**config.mk**
```make
export PLATFORM = sky130hd
export DESIGN_NAME = ftsp_ctrl
export DESIGN_NICKNAME = d
export VERILOG_FILES = /design/src/design/ftsp_pkg.sv /design/src/design/ftsp_ctrl.sv
export SDC_FILE = /design/constraint.sdc
export NUM_CORES = 1
export LEC_CHECK = 0
export ABC_AREA = 1
export ABC_CLOCK_PERIOD_IN_PS = 1300
export BUFFER_PORTS_ARGS = -buffer_cell sky130_fd_sc_hd__buf_2
export CORE_AREA = 2 2 39 41
export DETAILED_ROUTE_END_ITERATION = 8
export DIE_AREA = 0 0 41 43
export GPL_TIMING_DRIVEN = 0
export SYNTH_ARGS = -nofsm -noshare
export SYNTH_HDL_FRONTEND = slang
export SYNTH_SLANG_ARGS = --single-unit
```
**constraint.sdc**
```tcl
create_clock -name clk -period 1.3 [get_ports clk]
set_input_delay 0.26 -clock clk [delete_from_list [all_inputs] [get_ports clk]]
set_output_delay 0.26 -clock clk [all_outputs]
set_load 0.02 [all_outputs]
```
**src/design/ftsp_pkg.sv**
```systemverilog
package ftsp_pkg;

  localparam int SLOT_COUNT_D    = 4;
  localparam int FRAME_BYTES_D   = 1024;
  localparam int CHUNK_BYTES_D   = 16;
  localparam int RESTORE_BYTES_D = 16;
  localparam logic [31:0] HALF_RANGE = 32'h8000_0000;

  typedef enum logic [2:0] {
    FN_BEGIN   = 3'd0,
    FN_FBYTE   = 3'd1,
    FN_RBYTE   = 3'd2,
    FN_COMMIT  = 3'd3,
    FN_ABORT   = 3'd4,
    FN_SEND    = 3'd5
  } func_t;

  localparam logic [3:0] ST_OK        = 4'd0;
  localparam logic [3:0] ST_INVALID   = 4'd1;
  localparam logic [3:0] ST_BUSY      = 4'd2;
  localparam logic [3:0] ST_STALE     = 4'd3;
  localparam logic [3:0] ST_BADSTATE  = 4'd4;
  localparam logic [3:0] ST_OVERSIZE  = 4'd5;
  localparam logic [3:0] ST_NEEDFULL  = 4'd6;
  localparam logic [3:0] ST_IDLE      = 4'd7;
  localparam logic [3:0] ST_BACKPRESS = 4'd8;
  localparam logic [3:0] ST_OUTFAIL   = 4'd9;

  localparam logic [1:0] SINK_OK    = 2'd0;
  localparam logic [1:0] SINK_BLOCK = 2'd1;
  localparam logic [1:0] KIND_FULL  = 2'd0;
  localparam logic [1:0] KIND_DELTA = 2'd1;

  typedef struct packed {
    logic [2:0]  func;
    logic [31:0] generation;
    logic [7:0]  data_byte;
    logic [1:0]  frame_kind;
    logic [1:0]  sink_ans;
  } in_word_t;

  typedef struct packed {
    logic [3:0]  status;
    logic [7:0]  out_byte;
    logic        byte_valid;
    logic        last;
    logic        frame_completed;
    logic        no_active;
    logic        redraw_required;
    logic        sink_failed;
    logic [31:0] done_gen;
  } out_word_t;

  // controller to datapath
  typedef struct packed {
    logic decide;     // evaluate the captured word, update bookkeeping
    logic copy;       // move one restore byte into the slot
    logic emit;       // issue one memory read for send
    logic finish;     // marks the final read of a send
  } ftsp_cmd_t;

  // datapath to controller
  typedef struct packed {
    logic copy_more;   // commit needs restore copy
    logic copy_last;   // current copy is the final one
    logic send_more;   // send has bytes to read
    logic send_last;   // current read is the final one
  } ftsp_sts_t;

  function automatic logic newer(input logic [31:0] cand, input logic [31:0] ref_g);
    logic [31:0] d;
    d = cand - ref_g;
    if (cand == '0) return 1'b0;
    if (ref_g == '0) return 1'b1;
    return (d != '0) && (d < HALF_RANGE);
  endfunction

endpackage

```
**src/design/ftsp_ctrl.sv**
```systemverilog
module ftsp_ctrl
  import ftsp_pkg::*;
(
  input  logic       clk,
  input  logic       rst_n,
  input  logic       start,
  output logic       busy,
  input  ftsp_sts_t  sts,
  output ftsp_cmd_t  cmd
);

  typedef enum logic [3:0] {
    S_IDLE   = 4'b0001,
    S_DECIDE = 4'b0010,
    S_COPY   = 4'b0100,
    S_SEND   = 4'b1000
  } state_t;

  state_t state_r, state_nxt;

  always_ff @(posedge clk) begin
    if (!rst_n) state_r <= S_IDLE;
    else        state_r <= state_nxt;
  end

  always_comb begin
    state_nxt = state_r;
    cmd = '0;
    unique case (state_r)
      S_IDLE: begin
        if (start) state_nxt = S_DECIDE;
      end
      S_DECIDE: begin
        cmd.decide = 1'b1;
        if (sts.copy_more)      state_nxt = S_COPY;
        else if (sts.send_more) state_nxt = S_SEND;
        else                    state_nxt = S_IDLE;
      end
      S_COPY: begin
        cmd.copy = 1'b1;
        if (sts.copy_last) state_nxt = S_IDLE;
      end
      S_SEND: begin
        cmd.emit = 1'b1;
        if (sts.send_last) begin
          cmd.finish = 1'b1;
          state_nxt  = S_IDLE;
        end
      end
      default: state_nxt = S_IDLE;
    endcase
  end

  assign busy = (state_r != S_IDLE);

endmodule

```
==> impl_metrics.json, run 1 <==
{
  "comb_power_share": 0.222,
  "timing.critical_path.from": "state_r[3]",
  "detailedPlacementHpwl_um": 452,
  "cts-hold-fix-buffers": 0,
  "drt_wl_total_um": 626,
  "setup_total_negative_slack_ns": 0,
  "numCtsBuffers": 3,
  "finalCoreUtilization": 0.325,
  "postSynthNetCount": 50,
  "final.period_utilization": 0.992,
  "timing.final.crit_period_ns": 1.29,
  "grt_first_pass_wirelength_um": 883,
  "registers.top_by_ff_count": "state_r",
  "areaGrowthSynthToFinish_pct": 69.8,
  "status": "finished clean",
  "ys.warnings.count": 0,
  "ff2ff_path_depth": 9,
  "met2WireLength_um": 287,
  "synth.largest_area_cell": "sky130_fd_sc_hd__dfxtp_1",
  "power_per_cell_area_nw_per_um2": 859,
  "global_route.overflow_total": 0,
  "synth_compound_area_frac": 0.0519,
  "total_routed_wire_length_on_the_met1_layer_um": 275,
  "synth.avg_cell_area_sq_um": 6.17,
  "worst_setup_hold_path_clk_slew_ns": 0.04,
  "first_iter_violations": 2,
  "seq_power_share": 0.372,
  "worstSetupEndpoint": "cmd[2]",
  "route.top_layer_used": "met4",
  "detailed_route_drc_error_count": 0,
  "fp.dieH_um": 43,
  "r2r_start": "state_r[3]",
  "path_type_of_the_worst_min_delay_path": "in -> reg",
  "net-switching-power_uw": 117,
  "crit_path_category": "reg -> out",
  "finalSetupViolations": 0,
  "synth_top_family_by_area": "simple AND/OR/NAND/NOR gates",
  "mappedNetlistArea_sq_um": 265,
  "r2r_setup_slack_ns": 0.16,
  "rsz0062_at_grt": "yes",
  "detail_route.first_pass.iterations": 3,
  "cp-start-kind": "register",
  "synth-seq-cells": 4,
  "dr_total_vias": 297,
  "grt_max_degree": 5,
  "via_count_normalized_by_instance_count": 3.86,
  "vdd.ir_drop.worst_uv": 307,
  "largest_reg_flops": 4,
  "synth.mux.area_fraction": 0,
  "synthAdderAreaFrac": 0,
  "seq_area_frac_synth": 0.302,
  "die_w_um": 41,
  "clk_root_buffer_cell": "sky130_fd_sc_hd__clkbuf_4",
  "fmax_mhz": 776,
  "initial_utilization": 0.192,
  "power.share.switching": 0.301,
  "io_pins": 12,
  "buffer_ports.inserted": 11,
  "layout_commonest_cell": "sky130_fd_sc_hd__buf_2",
  "regToRegEndpoint": "state_r[0]",
  "tritoncts": "done",
  "htree_num_levels": 1,
  "number_of_library_cell_types_mapped_by_synthesis": 14,
  "cp.arrival_ns": 1.03,
  "diodes": 0,
  "track_usage": 0.0813,
  "postSynthCellCount": 43,
  "core_sq_um": 1380,
  "worst_setup_path_end_kind": "primary output",
  "clk_latency_ns": 0.24,
  "yosys.area_share.xor_xnor": 0,
  "synth_top_cell_area_share": 0.302,
  "timing.final.hold_violations": 0,
  "vias_in_the_first_global_route": 240,
  "layout.filler_cells": 156,
  "mostFrequentLayoutCells": "sky130_fd_sc_hd__buf_2, sky130_fd_sc_hd__inv_1, sky130_fd_sc_hd__nand2_1, sky130_fd_sc_hd__buf_4, sky130_fd_sc_hd__nor2_1",
  "worst_clock_skew_ns": 0.00147,
  "route.met3.wl_um": 42,
  "rows": 14,
  "clockPowerShare": 0.405,
  "synth_simple_gate_area_frac": 0.491,
  "internal_power_uw": 270,
  "crit_required_ns": 1.04,
  "slew_headroom": 0.874,
  "slew_violations": 0,
  "post_route_cells_drive_above_1_share": 0.623,
  "die-area_sq_um": 1760,
  "max_cap_viol_count": 0,
  "largest_driver_fanout_on_the_critical_path": 4,
  "synth_top_cells_by_area": "sky130_fd_sc_hd__dfxtp_1, sky130_fd_sc_hd__inv_1, sky130_fd_sc_hd__nand2_1",
  "max_root_sink_buffers": 2,
  "cts_num_sinks": 4,
  "power.static_leakage_nw": 0.231,
  "final_antenna_net_count": 0,
  "routabilityCongestion": 0.717,
  "worst_slew_pin_slew_ns": 0.188,
  "final_net_count": 70,
  "layout_top_registers": "state_r: 4 flops",
  "antenna_violations_before_repair": 0,
  "avgRoutedWirePerCell_um": 8.13,
  "report.power.total_uw": 387
}
## cell usage after synthesis
library cell and count:
sky130_fd_sc_hd__a21oi_1 1, sky130_fd_sc_hd__nor4_1 1, sky130_fd_sc_hd__nor2_1 6, sky130_fd_sc_hd__nand4_1 1, sky130_fd_sc_hd__inv_2 2, sky130_fd_sc_hd__nand2_1 7
sky130_fd_sc_hd__dfxtp_1 4, sky130_fd_sc_hd__nor2_2 4, sky130_fd_sc_hd__inv_1 9, sky130_fd_sc_hd__a21oi_2 1, sky130_fd_sc_hd__nand3_2 1, sky130_fd_sc_hd__nand2_2 2
sky130_fd_sc_hd__or2_0 1, sky130_fd_sc_hd__nand3_1 3
## kinds of logic after synthesis
kind of cell	Yosys count
DFF	4
and+or+nand+nor	26
AOI/OAI and AO/OA	2
buffers and inverters	11
## power groups by stage
| stage | clock [mW] | combinational (mW) | sequential (mW) |
|---|---|---|---|
| floorplan | 0 | 0.0496 | 0.141 |
| detailed placement | 0 | 0.0720 | 0.143 |
| finish | 0.157 | 0.0860 | 0.144 |
| global placement | 0 | 0.0710 | 0.143 |
| global route | 0.166 | 0.0964 | 0.144 |
| CTS | 0.162 | 0.0793 | 0.143 |
## how the worst min path moves through the flow
stage | depth (start not counted) | to | startpoint | slack (ns)
2_1_floorplan | 1 | state_r[0] | rst_n | 0.34
3_3_place_gp | 2 | state_r[0] | rst_n | 0.47
4_1_cts | 2 | state_r[0] | rst_n | 0.23
3_5_place_dp | 2 | state_r[0] | rst_n | 0.48
6_report | 2 | state_r[0] | rst_n | 0.23
5_1_grt | 2 | state_r[0] | rst_n | 0.24
## critical path: stages, from the launching register on
cell and delay, ns:
sky130_fd_sc_hd__dfxtp_4 0.36, sky130_fd_sc_hd__nor4_2 0.26, sky130_fd_sc_hd__buf_4 0.18
## metal layers
metal | GRT usage | vias to the layer above
li1 | - | 167
met1 | 0.0900 | 116
met2 | 0.100 | 12
met3 | 0.0314 | 2
met4 | 0.100 | 0
met5 | 0 | -
## metrics by stage
| step | cells | hold slack [ns] | cell area (sq um) | setup slack (ns) |
|---|---|---|---|---|
| after global placement | 70 | 0.474 | 347 | 0.161 |
| after floorplan | 43 | 0.344 | 272 | 0.150 |
| final | 77 | 0.230 | 450 | 0.0108 |
| after detailed placement | 70 | 0.482 | 347 | 0.158 |
| after global routing | 77 | 0.244 | 450 | -0.0450 |
| after CTS | 75 | 0.234 | 397 | -0.0256 |
## final cells by class
type / count / area (sq um) / share of cell area
multi-input cells: 28 / 175 / 0.389
clock buffers: 3 / 22.5 / 0.0500
flip-flops and latches: 4 / 92.6 / 0.206
inverters: 11 / 43.8 / 0.0972
repair buffers: 15 / 96.3 / 0.214
well taps: 16 / 20.0 / 0.0444
## timing repair
| item | 4_1_cts | 5_1_grt |
|---|---|---|
| setup buffers | 2 | 2 |
| pin swaps | 2 | 3 |
| setup endpoints to repair | 5 | 5 |
| hold endpoints to repair | 0 | 0 |
| gates resized for setup | 8 | 13 |
Note: power is estimated with default switching activity, not from simulation.
==> run 2, diff against run 1 <==
--- a/config.mk
+++ b/config.mk
@@ -13,4 +13,5 @@
 export DIE_AREA = 0 0 41 43
 export GPL_TIMING_DRIVEN = 0
+export PLACE_DENSITY_LB_ADDON = 0.15
 export SYNTH_ARGS = -nofsm -noshare
 export SYNTH_HDL_FRONTEND = slang
==> constraint.sdc (replaced) <==
create_clock -name clk -period 1.3 [get_ports clk]
set_input_delay 0.26 -clock clk [delete_from_list [all_inputs] [get_ports clk]]
set_output_delay 0.26 -clock clk [all_outputs]
set_load 0.005 [all_outputs]
==> impl_metrics.json, run 2 (same netlist as run 1, synthesis figures left out) <==
{
  "worst_setup_hold_path_clk_slew_ns": 0.04,
  "comb_power_share": 0.183,
  "largest_reg_flops": 4,
  "final_net_count": 67,
  "worstHoldEndpoint": "state_r[0]",
  "areaGrowthSynthToFinish_pct": 45.3,
  "worst_setup_path_end_kind": "primary output",
  "cell_count_final_fillers_out": 74,
  "routabilityCongestion": 0.690,
  "antenna_violations_before_repair": 0,
  "final.period_utilization": 0.970,
  "vias_in_the_first_global_route": 234,
  "via_count_normalized_by_instance_count": 3.93,
  "registers.top_by_ff_count": "state_r",
  "route.top_layer_used": "met4",
  "die_w_um": 41,
  "slew_violations": 0,
  "path_type_of_the_worst_min_delay_path": "in -> reg",
  "post_route_cells_drive_above_1_share": 0.534,
  "r2r_start": "state_r[1]",
  "rsz0062_at_grt": "yes",
  "vdd.ir_drop.worst_uv": 306,
  "fp.dieH_um": 43,
  "cts-hold-fix-buffers": 0,
  "power_per_cell_area_nw_per_um2": 946,
  "whs_path_depth": 2,
  "dr_total_vias": 291,
  "tritoncts": "done",
  "largest_driver_fanout_on_the_critical_path": 3,
  "grt_first_pass_wirelength_um": 890,
  "r2r_setup_slack_ns": 0.24,
  "regToRegEndpoint": "state_r[0]",
  "cp-start-kind": "register",
  "max_cap_viol_count": 0,
  "seq_power_share": 0.397,
  "worst_slew_pin_slew_ns": 0.218,
  "cts_num_sinks": 4,
  "power.share.switching": 0.271,
  "report.power.total_uw": 364,
  "initial_utilization": 0.192,
  "area_of_the_multi_input_gates_sq_um": 151,
  "post_dp_cell_area_sq_um": 340,
  "cp.arrival_ns": 1.00,
  "status": "finished clean",
  "layout_top_registers": "state_r: 4 flops",
  "worst_clock_skew_ns": 0.00154,
  "htree_num_levels": 1,
  "core_sq_um": 1380,
  "clockPowerShare": 0.420,
  "max_root_sink_buffers": 2,
  "fmax_mhz": 793,
  "avgRoutedWirePerCell_um": 7.78,
  "internal_power_uw": 266,
  "diodes": 0,
  "ff2ff_path_depth": 8,
  "numCtsBuffers": 3,
  "clk_root_buffer_cell": "sky130_fd_sc_hd__clkbuf_4",
  "global_route.overflow_total": 0,
  "timing.final.crit_period_ns": 1.26,
  "timing.final.hold_violations": 0,
  "layout.filler_cells": 154,
  "detailed_route_drc_error_count": 0,
  "rows": 14,
  "route.met3.wl_um": 42,
  "total_routed_wire_length_on_the_met1_layer_um": 287,
  "timing.hold.ws_ns": 0.224,
  "finalSetupViolations": 0,
  "crit_path_category": "reg -> out",
  "placed_cell_count": 70,
  "final_antenna_net_count": 0,
  "track_usage": 0.0813,
  "die-area_sq_um": 1760,
  "setup_total_negative_slack_ns": 0,
  "io_pins": 12,
  "clk_latency_ns": 0.23,
  "net-switching-power_uw": 98.9,
  "layout_commonest_cell": "sky130_fd_sc_hd__buf_2",
  "detail_route.first_pass.iterations": 1,
  "first_iter_violations": 0,
  "met2WireLength_um": 230,
  "buffer_ports.inserted": 11,
  "hold_start": "rst_n",
  "slew_headroom": 0.853,
  "crit_required_ns": 1.04,
  "grt_max_degree": 5,
  "power.static_leakage_nw": 0.208,
  "seq_area_sq_um": 87.6,
  "drt_wl_total_um": 576,
  "detailedPlacementHpwl_um": 473,
  "mostFrequentLayoutCells": "sky130_fd_sc_hd__buf_2, sky130_fd_sc_hd__inv_1, sky130_fd_sc_hd__nand2_1, sky130_fd_sc_hd__nor2_1, sky130_fd_sc_hd__nor2_2",
  "postLayoutCellArea_sq_um": 385
}
run 2: changes by cell type in the layout (fill, tap and decap cells not counted), moves of 2 or more:
| cell | delta |
|---|---|
| sky130_fd_sc_hd__buf_2 | +3 |
| sky130_fd_sc_hd__buf_4 | -5 |
| sky130_fd_sc_hd__dfxtp_2 | +2 |
| sky130_fd_sc_hd__dfxtp_4 | -2 |
| sky130_fd_sc_hd__inv_1 | +2 |
| sky130_fd_sc_hd__nor2_2 | +3 |
| sky130_fd_sc_hd__nor2_4 | -3 |
run 2: worst max path at each step:
stage | startpoint | end | slack, ns
after detailed placement | state_r[1] | cmd[0] | 0.19
after global placement | state_r[1] | cmd[0] | 0.19
after floorplan | state_r[1] | cmd[0] | 0.34
after global routing | state_r[3] | cmd[0] | -0.05
final | state_r[2] | cmd[2] | 0.04
after CTS | state_r[2] | cmd[2] | 0.009
run 2: through the flow:
step / setup slack [ns] / util
finish: 0.0389 / 0.278
global route: -0.0457 / 0.278
CTS: 0.00862 / 0.267
detailed placement: 0.194 / 0.246
global placement: 0.193 / 0.246
floorplan: 0.343 / -
run 2: cell type report:
type | count | area share
Multi-Input combinational cell | 28 | 0.393
Sequential cell | 4 | 0.227
Timing Repair Buffer | 12 | 0.162
Inverter | 11 | 0.107
Clock buffer | 3 | 0.0584
Tap cell | 16 | 0.0519
run 2: worst max-delay path: stages, from the launching register on:
cell and delay, ns:
sky130_fd_sc_hd__dfxtp_2 0.34, sky130_fd_sc_hd__inv_1 0.05, sky130_fd_sc_hd__nor4_1 0.22, sky130_fd_sc_hd__buf_2 0.16
run 2: timing repair:
action                                  in CTS  in global routing
hold endpoints to repair                     0                  0
buffers inserted                             0                  1
pin swaps                                    0                  1
resized for setup                            4                  4
endpoints found under the setup margin       4                  5
run 2: metal layers:
metal / vias up / track usage
li1: 160 / -
met1: 118 / 0.0997
met2: 11 / 0.100
met3: 2 / 0.0314
met4: 0 / 0.0800
met5: - / 0
run 2: power groups by stage:
stage,registers (mW),logic (mW),clock network (mW)
2_1_floorplan,0.139,0.0417,0
5_1_grt,0.146,0.0782,0.171
4_1_cts,0.142,0.0648,0.164
3_3_place_gp,0.142,0.0648,0
3_5_place_dp,0.142,0.0639,0
6_report,0.145,0.0666,0.153
